$ cat src/rtl/tilt_fusion_balance_pd_top_defines.svh
// Assertion macros shared by the tilt fusion and PD balance modules
`ifndef TILT_FUSION_BALANCE_PD_TOP_DEFINES_SVH
`define TILT_FUSION_BALANCE_PD_TOP_DEFINES_SVH

// check a property at every clk edge outside reset
`define TFB_ASSERT(label, prop, msg) \
  label: assert property (@(posedge clk) disable iff (rst) prop) \
    else $error(msg);

// check that a cause is followed by an effect in the next clk cycle, outside reset
`define TFB_ASSERT_NEXT(label, cause, effect, msg) \
  label: assert property (@(posedge clk) disable iff (rst) (cause) |=> (effect)) \
    else $error(msg);

`endif

$ cat src/rtl/tfb_pkg.sv
`timescale 1ns / 1ps
// Shared types, widths and constants for the tilt fusion and PD balance block
package tfb_pkg;

  localparam int W_TILT     = 16;
  localparam int W_GYRO     = 16;
  localparam int W_SETPT    = 26;
  localparam int W_GAIN     = 16;
  localparam int W_GOFF     = 24;
  localparam int W_TOFF     = 16;
  localparam int W_CFG_DATA = 26;
  localparam int W_CFG_IDX  = 3;

  localparam int W_DRIVE = 17;
  localparam int W_ANGLE = 26;
  localparam int W_RATE  = 29;

  localparam int W_PDEV  = 25;
  localparam int W_YMAG  = 17;
  localparam int W_TDEV  = 17;
  localparam int W_ERR   = 28;
  localparam int W_RA    = 38;
  localparam int W_R24   = 39;
  localparam int W_RFLR  = 31;
  localparam int W_FI    = 32;
  localparam int W_FSUM  = 33;
  localparam int W_X     = 34;
  localparam int W_ASUM  = 27;
  localparam int W_PDERR = 27;
  localparam int W_SUM   = 46;

  localparam int W_MC   = 34;
  localparam int W_MP   = 32;
  localparam int W_PROD = W_MC + W_MP;
  localparam int W_DIG  = 4;
  localparam int W_NDIG = 4;

  localparam logic [W_CFG_IDX-1:0] REG_ANGLE_SETPOINT    = 3'd0;
  localparam logic [W_CFG_IDX-1:0] REG_ANGLE_GAIN_P      = 3'd1;
  localparam logic [W_CFG_IDX-1:0] REG_ANGLE_GAIN_D      = 3'd2;
  localparam logic [W_CFG_IDX-1:0] REG_GYRO_PITCH_OFFSET = 3'd3;
  localparam logic [W_CFG_IDX-1:0] REG_TILT_OFFSET       = 3'd4;

  localparam logic signed [W_GOFF-1:0] GOFF_RESET = 24'sd1485;
  localparam logic signed [W_TOFF-1:0] TOFF_RESET = -16'sd2560;

  // multiplier constants, left-justified so the top digit leads
  localparam logic [W_MP-1:0] MPL_RATE     = 32'd7471 << 16;
  localparam logic [W_MP-1:0] MPL_YAW_NEG  = 32'd19126 << 16;
  localparam logic [W_MP-1:0] MPL_YAW_POS  = 32'd9563 << 16;
  localparam logic [W_MP-1:0] MPL_INT      = 32'd309238 << 12;
  localparam logic [W_MP-1:0] MPL_PROP     = 32'd4123168604;
  localparam logic [W_MP-1:0] MPL_DT       = 32'd1342177 << 8;
  localparam logic [W_NDIG-1:0] NDIG_RATE  = 4'd4;
  localparam logic [W_NDIG-1:0] NDIG_YAW   = 4'd4;
  localparam logic [W_NDIG-1:0] NDIG_INT   = 4'd5;
  localparam logic [W_NDIG-1:0] NDIG_PROP  = 4'd8;
  localparam logic [W_NDIG-1:0] NDIG_DT    = 4'd6;
  localparam logic [W_NDIG-1:0] NDIG_GAIN  = 4'd4;

  localparam logic signed [W_RATE-1:0]  RATE_MAX  = 29'sd268435455;
  localparam logic signed [W_RATE-1:0]  RATE_MIN  = -29'sd268435455;
  localparam logic signed [W_ANGLE-1:0] ANGLE_MAX = 26'sd26214400;
  localparam logic signed [W_ANGLE-1:0] ANGLE_MIN = -26'sd26214400;
  localparam logic signed [W_FI-1:0]    FI_MAX    = 32'sh7FFFFFFF;
  localparam logic signed [W_FI-1:0]    FI_MIN    = 32'sh80000000;
  localparam logic signed [W_DRIVE-1:0] DRIVE_MAX = 17'sd50000;
  localparam logic signed [W_DRIVE-1:0] DRIVE_MIN = -17'sd50000;
  localparam logic signed [W_SUM-1:0]   DRIVE_LIM = 46'sd838860800000;
  localparam logic signed [W_SUM-1:0]   DRIVE_LIM_N = -46'sd838860800000;
  localparam logic signed [W_SUM-1:0]   DRIVE_ROUND = 46'sd16777215;

  typedef struct packed {
    logic signed [W_SETPT-1:0] angle_setpoint;
    logic [W_GAIN-1:0]         angle_gain_p;
    logic [W_GAIN-1:0]         angle_gain_d;
    logic signed [W_GOFF-1:0]  gyro_pitch_offset;
    logic signed [W_TOFF-1:0]  tilt_offset;
  } cfg_t;

  typedef struct packed {
    logic                    start;
    logic signed [W_MC-1:0]  mcand;
    logic [W_MP-1:0]         mplier;
    logic [W_NDIG-1:0]       ndig;
  } mul_req_t;

  typedef struct packed {
    logic                     busy;
    logic                     done;
    logic signed [W_PROD-1:0] product;
  } mul_rsp_t;

endpackage

$ cat src/rtl/tfb_cfg.sv
`timescale 1ns / 1ps
// Configuration register file of the tilt fusion and PD balance block
module tfb_cfg (
  input  logic                             clk,
  input  logic                             rst,
  input  logic                             cfg_we,
  input  logic [tfb_pkg::W_CFG_IDX-1:0]    cfg_index,
  input  logic [tfb_pkg::W_CFG_DATA-1:0]   cfg_data,
  output tfb_pkg::cfg_t                    cfg
);

  always_ff @(posedge clk) begin
    if (rst) begin
      cfg.angle_setpoint    <= '0;
      cfg.angle_gain_p      <= '0;
      cfg.angle_gain_d      <= '0;
      cfg.gyro_pitch_offset <= tfb_pkg::GOFF_RESET;
      cfg.tilt_offset       <= tfb_pkg::TOFF_RESET;
    end else if (cfg_we) begin
      unique case (cfg_index)
        tfb_pkg::REG_ANGLE_SETPOINT: begin
          cfg.angle_setpoint <= $signed(cfg_data[tfb_pkg::W_SETPT-1:0]);
        end
        tfb_pkg::REG_ANGLE_GAIN_P: begin
          cfg.angle_gain_p <= cfg_data[tfb_pkg::W_GAIN-1:0];
        end
        tfb_pkg::REG_ANGLE_GAIN_D: begin
          cfg.angle_gain_d <= cfg_data[tfb_pkg::W_GAIN-1:0];
        end
        tfb_pkg::REG_GYRO_PITCH_OFFSET: begin
          cfg.gyro_pitch_offset <= $signed(cfg_data[tfb_pkg::W_GOFF-1:0]);
        end
        tfb_pkg::REG_TILT_OFFSET: begin
          cfg.tilt_offset <= $signed(cfg_data[tfb_pkg::W_TOFF-1:0]);
        end
        default: begin
        end
      endcase
    end
  end

endmodule

$ cat src/rtl/tfb_smul.sv
`timescale 1ns / 1ps
// Digit-serial signed by unsigned multiplier, one 4-bit digit per cycle, MSB first
`include "tilt_fusion_balance_pd_top_defines.svh"
module tfb_smul (
  input  logic              clk,
  input  logic              rst,
  input  tfb_pkg::mul_req_t req,
  output tfb_pkg::mul_rsp_t rsp
);

  logic signed [tfb_pkg::W_MC-1:0]            mcand;
  logic [tfb_pkg::W_MP-1:0]                   mplier;
  logic [tfb_pkg::W_NDIG-1:0]                 cnt;
  logic                                       busy;
  logic                                       done;
  logic signed [tfb_pkg::W_PROD-1:0]          acc;
  logic signed [tfb_pkg::W_PROD-1:0]          acc_next;
  logic signed [tfb_pkg::W_MC+tfb_pkg::W_DIG:0] part;

  assign part = mcand * $signed({1'b0, mplier[tfb_pkg::W_MP-1 -: tfb_pkg::W_DIG]});
  assign acc_next = (acc <<< tfb_pkg::W_DIG) + tfb_pkg::W_PROD'(part);

  always_ff @(posedge clk) begin
    if (rst) begin
      busy <= 1'b0;
      done <= 1'b0;
      cnt  <= '0;
    end else begin
      done <= 1'b0;
      if (req.start) begin
        busy <= 1'b1;
        cnt  <= req.ndig;
      end else if (busy) begin
        cnt <= cnt - 1'b1;
        if (cnt == tfb_pkg::W_NDIG'(1)) begin
          busy <= 1'b0;
          done <= 1'b1;
        end
      end
    end
  end

  always_ff @(posedge clk) begin
    if (req.start) begin
      mcand  <= req.mcand;
      mplier <= req.mplier;
      acc    <= '0;
    end else if (busy) begin
      mplier <= mplier << tfb_pkg::W_DIG;
      acc    <= acc_next;
    end
  end

  assign rsp.busy    = busy;
  assign rsp.done    = done;
  assign rsp.product = acc;

  `TFB_ASSERT(a_start_idle, req.start |-> !busy && !done, "multiply started while busy")
  `TFB_ASSERT(a_busy_count, busy |-> cnt != '0, "busy with no digits left")
  `TFB_ASSERT_NEXT(a_done_pulse, done, !done && !busy, "done held past one cycle")

endmodule

$ cat src/rtl/tilt_fusion_balance_pd_top.sv
`timescale 1ns / 1ps
// Tilt fusion and PD balance controller, top level
// One sensor tick in, one drive result out. The pitch rate, the second-order
// complementary filter and the PD law run as seven products on one shared
// multiplier that takes a 4-bit digit of its unsigned operand per cycle. An
// item steps through the products in turn and finishes once the result
// register is free; the result waits in its own register, so the next item
// is accepted while it is held.
`include "tilt_fusion_balance_pd_top_defines.svh"
module tilt_fusion_balance_pd_top (
  input  logic                                 clk,
  input  logic                                 rst,
  input  logic                                 cfg_we,
  input  logic [tfb_pkg::W_CFG_IDX-1:0]        cfg_index,
  input  logic [tfb_pkg::W_CFG_DATA-1:0]       cfg_data,
  input  logic                                 in_valid,
  output logic                                 in_ready,
  input  logic signed [tfb_pkg::W_TILT-1:0]    tilt_measure,
  input  logic signed [tfb_pkg::W_GYRO-1:0]    gyro_pitch_raw,
  input  logic signed [tfb_pkg::W_GYRO-1:0]    gyro_yaw_raw,
  output logic                                 out_valid,
  input  logic                                 out_ready,
  output logic signed [tfb_pkg::W_DRIVE-1:0]   balance_drive,
  output logic                                 drive_clipped,
  output logic signed [tfb_pkg::W_ANGLE-1:0]   tilt_estimate,
  output logic signed [tfb_pkg::W_RATE-1:0]    pitch_rate
);

  typedef enum logic [3:0] {
    S_IDLE,
    S_RATE_A,
    S_RATE_B,
    S_INTEG,
    S_PROP,
    S_DT,
    S_PD_P,
    S_PD_D,
    S_FINISH
  } state_t;

  state_t            state;
  logic              issued;
  tfb_pkg::cfg_t     cfg;
  tfb_pkg::mul_req_t mreq;
  tfb_pkg::mul_rsp_t mrsp;

  logic signed [tfb_pkg::W_GYRO-1:0]  gp_r;
  logic signed [tfb_pkg::W_GYRO-1:0]  gy_r;
  logic signed [tfb_pkg::W_ERR-1:0]   err_r;
  logic signed [tfb_pkg::W_RA-1:0]    ra_r;
  logic signed [tfb_pkg::W_RATE-1:0]  rate_r;
  logic signed [tfb_pkg::W_ERR-1:0]   p_r;
  logic signed [tfb_pkg::W_SUM-1:0]   sp_r;
  logic signed [tfb_pkg::W_SUM-1:0]   s_r;
  logic signed [tfb_pkg::W_FI-1:0]    fi;
  logic signed [tfb_pkg::W_ANGLE-1:0] angle;

  logic signed [tfb_pkg::W_PDEV-1:0]  pitch_dev;
  logic signed [tfb_pkg::W_YMAG-1:0]  yaw_mag;
  logic signed [tfb_pkg::W_TDEV-1:0]  tilt_dev;
  logic signed [tfb_pkg::W_ERR-1:0]   err_in;
  logic signed [tfb_pkg::W_R24-1:0]   r24;
  logic signed [tfb_pkg::W_RFLR-1:0]  rate_flr;
  logic signed [tfb_pkg::W_RATE-1:0]  rate_next;
  logic signed [tfb_pkg::W_FSUM-1:0]  fi_sum;
  logic signed [tfb_pkg::W_FI-1:0]    fi_next;
  logic signed [tfb_pkg::W_X-1:0]     x_sum;
  logic signed [tfb_pkg::W_ASUM-1:0]  ang_sum;
  logic signed [tfb_pkg::W_ANGLE-1:0] angle_next;
  logic signed [tfb_pkg::W_PDERR-1:0] pd_err;
  logic signed [tfb_pkg::W_SUM-1:0]   prod_lo;
  logic signed [tfb_pkg::W_SUM-1:0]   s_up;
  logic signed [tfb_pkg::W_DRIVE-1:0] drive_trunc;
  logic                               clip_hi;
  logic                               clip_lo;
  logic                               in_xfer;
  logic                               out_free;

  tfb_cfg u_cfg (
    .clk       (clk),
    .rst       (rst),
    .cfg_we    (cfg_we),
    .cfg_index (cfg_index),
    .cfg_data  (cfg_data),
    .cfg       (cfg)
  );

  tfb_smul u_smul (
    .clk (clk),
    .rst (rst),
    .req (mreq),
    .rsp (mrsp)
  );

  assign in_ready = (state == S_IDLE);
  assign in_xfer  = in_valid && in_ready;
  assign out_free = !out_valid || out_ready;

  // operand and result arithmetic
  always_comb begin
    pitch_dev = tfb_pkg::W_PDEV'($signed({gp_r, 8'h00}))
              - tfb_pkg::W_PDEV'(cfg.gyro_pitch_offset);
    yaw_mag   = gy_r[tfb_pkg::W_GYRO-1] ? -tfb_pkg::W_YMAG'(gy_r) : tfb_pkg::W_YMAG'(gy_r);
    tilt_dev  = tfb_pkg::W_TDEV'(tilt_measure) - tfb_pkg::W_TDEV'(cfg.tilt_offset);
    err_in    = tfb_pkg::W_ERR'($signed({tilt_dev, 10'b0})) - tfb_pkg::W_ERR'(angle);

    r24 = tfb_pkg::W_R24'(ra_r) + $signed(mrsp.product[tfb_pkg::W_R24-1:0]);
    rate_flr = $signed(r24[tfb_pkg::W_R24-1:8]);
    if (rate_flr > tfb_pkg::W_RFLR'(tfb_pkg::RATE_MAX)) begin
      rate_next = tfb_pkg::RATE_MAX;
    end else if (rate_flr < tfb_pkg::W_RFLR'(tfb_pkg::RATE_MIN)) begin
      rate_next = tfb_pkg::RATE_MIN;
    end else begin
      rate_next = rate_flr[tfb_pkg::W_RATE-1:0];
    end

    fi_sum = tfb_pkg::W_FSUM'(fi)
           + tfb_pkg::W_FSUM'($signed(mrsp.product[tfb_pkg::W_PROD-1:32]));
    if (fi_sum > tfb_pkg::W_FSUM'(tfb_pkg::FI_MAX)) begin
      fi_next = tfb_pkg::FI_MAX;
    end else if (fi_sum < tfb_pkg::W_FSUM'(tfb_pkg::FI_MIN)) begin
      fi_next = tfb_pkg::FI_MIN;
    end else begin
      fi_next = fi_sum[tfb_pkg::W_FI-1:0];
    end

    x_sum = tfb_pkg::W_X'(fi) + tfb_pkg::W_X'(p_r) + tfb_pkg::W_X'($signed({rate_r, 4'b0}));

    ang_sum = tfb_pkg::W_ASUM'(angle)
            + tfb_pkg::W_ASUM'($signed(mrsp.product[tfb_pkg::W_PROD-1:32]));
    if (ang_sum > tfb_pkg::W_ASUM'(tfb_pkg::ANGLE_MAX)) begin
      angle_next = tfb_pkg::ANGLE_MAX;
    end else if (ang_sum < tfb_pkg::W_ASUM'(tfb_pkg::ANGLE_MIN)) begin
      angle_next = tfb_pkg::ANGLE_MIN;
    end else begin
      angle_next = ang_sum[tfb_pkg::W_ANGLE-1:0];
    end

    pd_err  = tfb_pkg::W_PDERR'(cfg.angle_setpoint) - tfb_pkg::W_PDERR'(angle);
    prod_lo = $signed(mrsp.product[tfb_pkg::W_SUM-1:0]);

    s_up        = s_r + tfb_pkg::DRIVE_ROUND;
    drive_trunc = s_r[tfb_pkg::W_SUM-1] ? $signed(s_up[40:24]) : $signed(s_r[40:24]);
    clip_hi     = s_r > tfb_pkg::DRIVE_LIM;
    clip_lo     = s_r < tfb_pkg::DRIVE_LIM_N;
  end

  // multiplier request per step
  always_comb begin
    mreq.start  = 1'b0;
    mreq.mcand  = '0;
    mreq.mplier = '0;
    mreq.ndig   = '0;
    unique case (state)
      S_RATE_A: begin
        mreq.start  = !issued;
        mreq.mcand  = tfb_pkg::W_MC'(pitch_dev);
        mreq.mplier = tfb_pkg::MPL_RATE;
        mreq.ndig   = tfb_pkg::NDIG_RATE;
      end
      S_RATE_B: begin
        mreq.start  = !issued;
        mreq.mcand  = tfb_pkg::W_MC'(yaw_mag);
        mreq.mplier = gy_r[tfb_pkg::W_GYRO-1] ? tfb_pkg::MPL_YAW_NEG : tfb_pkg::MPL_YAW_POS;
        mreq.ndig   = tfb_pkg::NDIG_YAW;
      end
      S_INTEG: begin
        mreq.start  = !issued;
        mreq.mcand  = tfb_pkg::W_MC'(err_r);
        mreq.mplier = tfb_pkg::MPL_INT;
        mreq.ndig   = tfb_pkg::NDIG_INT;
      end
      S_PROP: begin
        mreq.start  = !issued;
        mreq.mcand  = tfb_pkg::W_MC'(err_r);
        mreq.mplier = tfb_pkg::MPL_PROP;
        mreq.ndig   = tfb_pkg::NDIG_PROP;
      end
      S_DT: begin
        mreq.start  = !issued;
        mreq.mcand  = x_sum;
        mreq.mplier = tfb_pkg::MPL_DT;
        mreq.ndig   = tfb_pkg::NDIG_DT;
      end
      S_PD_P: begin
        mreq.start  = !issued;
        mreq.mcand  = tfb_pkg::W_MC'(pd_err);
        mreq.mplier = {cfg.angle_gain_p, 16'h0000};
        mreq.ndig   = tfb_pkg::NDIG_GAIN;
      end
      S_PD_D: begin
        mreq.start  = !issued;
        mreq.mcand  = tfb_pkg::W_MC'(rate_r);
        mreq.mplier = {cfg.angle_gain_d, 16'h0000};
        mreq.ndig   = tfb_pkg::NDIG_GAIN;
      end
      default: begin
      end
    endcase
  end

  always_ff @(posedge clk) begin
    if (rst) begin
      state     <= S_IDLE;
      issued    <= 1'b0;
      out_valid <= 1'b0;
      fi        <= '0;
      angle     <= '0;
    end else begin
      if (state == S_FINISH && out_free) begin
        out_valid <= 1'b1;
      end else if (out_ready) begin
        out_valid <= 1'b0;
      end
      if (mreq.start) begin
        issued <= 1'b1;
      end
      unique case (state)
        S_IDLE: begin
          if (in_xfer) begin
            gp_r  <= gyro_pitch_raw;
            gy_r  <= gyro_yaw_raw;
            err_r <= err_in;
            state <= S_RATE_A;
          end
        end
        S_RATE_A: begin
          if (mrsp.done) begin
            ra_r   <= mrsp.product[tfb_pkg::W_RA-1:0];
            issued <= 1'b0;
            state  <= S_RATE_B;
          end
        end
        S_RATE_B: begin
          if (mrsp.done) begin
            rate_r <= rate_next;
            issued <= 1'b0;
            state  <= S_INTEG;
          end
        end
        S_INTEG: begin
          if (mrsp.done) begin
            fi     <= fi_next;
            issued <= 1'b0;
            state  <= S_PROP;
          end
        end
        S_PROP: begin
          if (mrsp.done) begin
            p_r    <= tfb_pkg::W_ERR'($signed(mrsp.product[tfb_pkg::W_PROD-1:32]));
            issued <= 1'b0;
            state  <= S_DT;
          end
        end
        S_DT: begin
          if (mrsp.done) begin
            angle  <= angle_next;
            issued <= 1'b0;
            state  <= S_PD_P;
          end
        end
        S_PD_P: begin
          if (mrsp.done) begin
            sp_r   <= prod_lo;
            issued <= 1'b0;
            state  <= S_PD_D;
          end
        end
        S_PD_D: begin
          if (mrsp.done) begin
            s_r    <= sp_r - prod_lo;
            issued <= 1'b0;
            state  <= S_FINISH;
          end
        end
        S_FINISH: begin
          if (out_free) begin
            drive_clipped <= clip_hi || clip_lo;
            tilt_estimate <= angle;
            pitch_rate    <= rate_r;
            if (clip_hi) begin
              balance_drive <= tfb_pkg::DRIVE_MAX;
            end else if (clip_lo) begin
              balance_drive <= tfb_pkg::DRIVE_MIN;
            end else begin
              balance_drive <= drive_trunc;
            end
            state <= S_IDLE;
          end
        end
        default: begin
          state <= S_IDLE;
        end
      endcase
    end
  end

  `TFB_ASSERT(a_clip_at_limit, out_valid && drive_clipped |-> balance_drive == tfb_pkg::DRIVE_MAX || balance_drive == tfb_pkg::DRIVE_MIN, "clipped drive not at a limit")
  `TFB_ASSERT(a_angle_bound, angle <= tfb_pkg::ANGLE_MAX && angle >= tfb_pkg::ANGLE_MIN, "angle estimate out of range")
  `TFB_ASSERT(a_done_in_step, mrsp.done |-> issued && state != S_IDLE && state != S_FINISH, "product done outside a multiply step")

endmodule
$ cat config.mk
export PLATFORM = sky130hd
export DESIGN_NAME = tilt_fusion_balance_pd_top
export DESIGN_NICKNAME = d
export VERILOG_FILES = /design/src/rtl/tfb_pkg.sv /design/src/rtl/tfb_cfg.sv /design/src/rtl/tfb_smul.sv /design/src/rtl/tilt_fusion_balance_pd_top.sv
export VERILOG_INCLUDE_DIRS = /design/src /design/src/rtl
export SDC_FILE = /design/constraint.sdc
export NUM_CORES = 2
export LEC_CHECK = 0
export BUFFER_PORTS_ARGS = -buffer_cell sky130_fd_sc_hd__buf_2
export CAP_MARGIN = 20
export CORE_AREA = 4 4 306 308
export CTS_CLUSTER_SIZE = 10
export DETAILED_ROUTE_END_ITERATION = 6
export DIE_AREA = 0 0 310 312
export PLACE_DENSITY = 0.69
export SLEW_MARGIN = 40
export SYNTH_ARGS = -nofsm -noshare
export SYNTH_HDL_FRONTEND = slang
export SYNTH_SLANG_ARGS = --single-unit
$ cat constraint.sdc
create_clock -name clk -period 6.8 [get_ports clk]
set_input_delay 1.36 -clock clk [delete_from_list [all_inputs] [get_ports clk]]
set_output_delay 1.36 -clock clk [all_outputs]
set_load 0.02 [all_outputs]
==> results.cfg <==
[synthesis]
yosysWarnings = 0
yosysMostFrequentCell = nand2_1
yosysSeqAreaShare = 0.357
synth_flop_cell = edfxtp_1
ys_types = 92
syn_area_um2 = 45000
synthArstFlopShare = 0
yosys.area.top_type = edfxtp_1
yosysTopAreaCellShare = 0.254
syn_inst = 4818
syn-num-nets = 5476
synth.area.top_cells = edfxtp_1 25%, ha_1 11%, dfxtp_1 10%
synth_commonest_cells = 498 x nand2_1, 471 x inv_1, 417 x a21oi_1
ys_seq_elements = 613
synth_edf_count = 380
syn_avg_cell_area_um2 = 9.34

[final_layout]
fill_cells = 8167
diodes = 0
finalNetCount = 5600
drive_above_1_share = 0.0826
area_growth_pct = 10.2
instances_no_fill = 6188
design_area_um2 = 49600

[place]
dpl.hpwl_um = 108000
dp_cells = 6045
place.gp.congestion = 0.965
io_buffers = 156
placedInstanceArea_um2 = 47100

[detailed_routing]
routed_wl_um = 137000
drtIter0Drc = 3779
wl_per_cell_um = 22.2
vias_per_cell = 5.97
ant_nets = 0
dr.pass1.iters = 7
drc = 3
num_vias = 36962

[timing]
rsz0062_at_grt = no
tightest_slew_ns = 0.858
slew_headroom = 0.420
fmax_mhz = 162
fin_crit_sh = 0.906
drv_slew = 0
hold_violations = 0
finClkSkew_ns = 0.0241
min_period_ns = 6.16
setup_violations = 0
fin_tns_setup_ns = 0

[power_and_ir_drop]
p_leak_nw = 20.8
p_per_area_nw_per_um2 = 365
power_frac_clock = 0.220
seq_power_share = 0.270
ir_worst_vdd_mv = 0.279
switching_share = 0.425
power_frac_comb = 0.511
power.switching_w = 0.00771
p_int_w = 0.0104

[worst_setup_path]
reg2reg_setup_slack_ns = 0.64
path_cells = buf_4 -> nand2_1 -> fa_1 -> inv_1 -> fa_1 -> inv_1 -> fa_1 -> inv_1 -> ha_1 -> a21o_1 -> a21oi_1 -> nand2_1 -> or4b_2 -> nor3b_1 -> o32a_1 -> a31o_2 -> o21a_1 -> nor2b_1 -> nor4b_1 -> nor3b_1
worstPathMaxFanout = 14
crit_slowest_cell = edfxtp_1
arrival_ns = 6.67
crit_type = reg2reg
cpPeakStageDelay_ns = 0.67
required_ns = 7.31
crit_buf_inv = 4
endpoint_kind = flip-flop
cp-start-kind = flip-flop
path_delay_family = adder cells

[status]
status = finished, violations left
violations = DRC

[grt]
grt_max_degree = 92
grt_pass1_vias = 35141
grt-ovfl-total = 0
grtUsageTotal = 0.280
grt_pass1_wl_um = 208000
antenna_found_initial = 6

[floorplan]
die_width_um = 310
io-pin-count = 157
dieArea_um2 = 96700
rows = 111
start_util = 0.494
dieHeight_um = 312
core-area_um2 = 91100

[clocking]
ctsResizeCount = 0
clock_path_buffers = 3
cts_tree = done
cts_made_buffers = 78
clk_pin_slew_ns = 0.05
hold_buffers = 0
clock_latency_ns = 0.65
cts_num_sinks = 613
post_cts_buffers = 0
cts-root-buf = clkbuf_16
cts_max_level = 3

[min_path]
worstHoldPathType = reg2reg

[flow_run]
cap_violations = 0
## per-stage QoR
step / total power [W] / worst slack [ns] / util / hold slack, ns
after global routing: 0.0194 / 0.191 / 0.544 / 0.468
after floorplan: 0.0116 / 0.605 / - / 0.432
final: 0.0181 / 0.642 / 0.544 / 0.451
after global placement: 0.0139 / 0.787 / 0.516 / 0.441
after CTS: 0.0181 / 0.603 / 0.544 / 0.454
after detailed placement: 0.0141 / 0.621 / 0.517 / 0.446
## worst reg2reg max path, cell delays in order, from the launching register on
cell	delay, ns
edfxtp_1	0.67
buf_4	0.29
nand2_1	0.09
fa_1	0.49
inv_1	0.05
fa_1	0.47
inv_1	0.05
fa_1	0.52
inv_1	0.04
ha_1	0.39
a21o_1	0.20
a21oi_1	0.25
nand2_1	0.08
or4b_2	0.63
nor3b_1	0.56
o32a_1	0.32
a31o_2	0.25
o21a_1	0.24
nor2b_1	0.08
nor4b_1	0.25
nor3b_1	0.09
## worst paths after layout
check / cells after the start / startpoint / end
setup / recovery: 20 / u_smul.mplier[28]$_DFFE_PP_ / u_smul.acc[61]$_SDFFE_PP0P_
hold / removal: 2 / u_cfg.cfg[7]$_SDFFE_PP0P_ / u_cfg.cfg[7]$_SDFFE_PP0P_
setup reg to reg: 20 / u_smul.mplier[28]$_DFFE_PP_ / u_smul.acc[61]$_SDFFE_PP0P_
hold reg to reg: 2 / u_cfg.cfg[7]$_SDFFE_PP0P_ / u_cfg.cfg[7]$_SDFFE_PP0P_
## routing by layer
| metal | track usage | wire (um) | vias up |
|---|---|---|---|
| li1 | - | - | 17431 |
| met1 | 0.382 | 58000 | 17741 |
| met2 | 0.448 | 62500 | 1465 |
| met3 | 0.0414 | 10200 | 321 |
| met4 | 0.116 | 6580 | 4 |
| met5 | 0 | 31 | - |
## state kept, by name, indices dropped and copies added (netlist names), 4 cells and up
| name | count |
|---|---|
| angle | 26 |
| balance_drive | 17 |
| err_r | 28 |
| fi | 32 |
| gp_r | 16 |
| gy_r | 16 |
| p_r | 28 |
| pitch_rate | 29 |
| ra_r | 38 |
| rate_r | 29 |
| s_r | 46 |
| sp_r | 46 |
| state | 4 |
| tilt_estimate | 26 |
| u_cfg.cfg | 98 |
| u_smul.acc | 65 |
| u_smul.cnt | 4 |
| u_smul.mcand | 34 |
| u_smul.mplier | 26 |
## power by group through the flow
stage	Sequential (W)	Combinational, W	Clock, W
floorplan	0.00466	0.00698	0
global placement	0.00495	0.00897	0
detailed placement	0.00496	0.00910	0
CTS	0.00488	0.00916	0.00403
global route	0.00491	0.0103	0.00420
finish	0.00489	0.00925	0.00398
## placed cells by master, fill, tap and decap left out, types with 26 or more instances in the layout
master     count
buf_2        155
a31oi_1       31
and2_1        93
xnor2_1      190
edfxtp_1     380
nor3_1        81
a211oi_1      41
xor2_1        91
nor2_1       297
a21oi_1      417
buf_4         44
clkbuf_1      35
nand4_1       41
nor2b_1       42
inv_1        470
o21bai_1      44
mux2i_1       39
o221a_2       27
dfxtp_1      230
and3_1        37
nand2_1      497
o21a_1        41
or3_1         28
nand3_1       91
nand2b_1      53
fa_1         190
o211ai_1      43
o21ai_0      230
o31ai_1       26
a21o_1       136
ha_1         386
clkbuf_16     80
## area by class of cell
cell class	instances	area, um^2	share of cell area
clock inverters	18	185	0.00373
flip-flops and latches	613	16100	0.324
inverters	471	1770	0.0357
well taps	1186	1480	0.0299
repair buffers	204	1180	0.0238
clock buffers	122	2230	0.0449
multi-input cells	3574	26700	0.538
## kinds of logic (layout without fill, tap and decap cells)
logic type | after synthesis | after routing | synth area share
simple gates | 1389 | 1389 | 0.146
mux | 41 | 41 | 0.00917
xor+xnor | 284 | 284 | 0.0553
compound gates | 1276 | 1276 | 0.185
buf+inv | 631 | 815 | 0.0531
fa+ha+maj | 584 | 584 | 0.194
flops | 613 | 613 | 0.357
(Power assumes the default switching activity.)
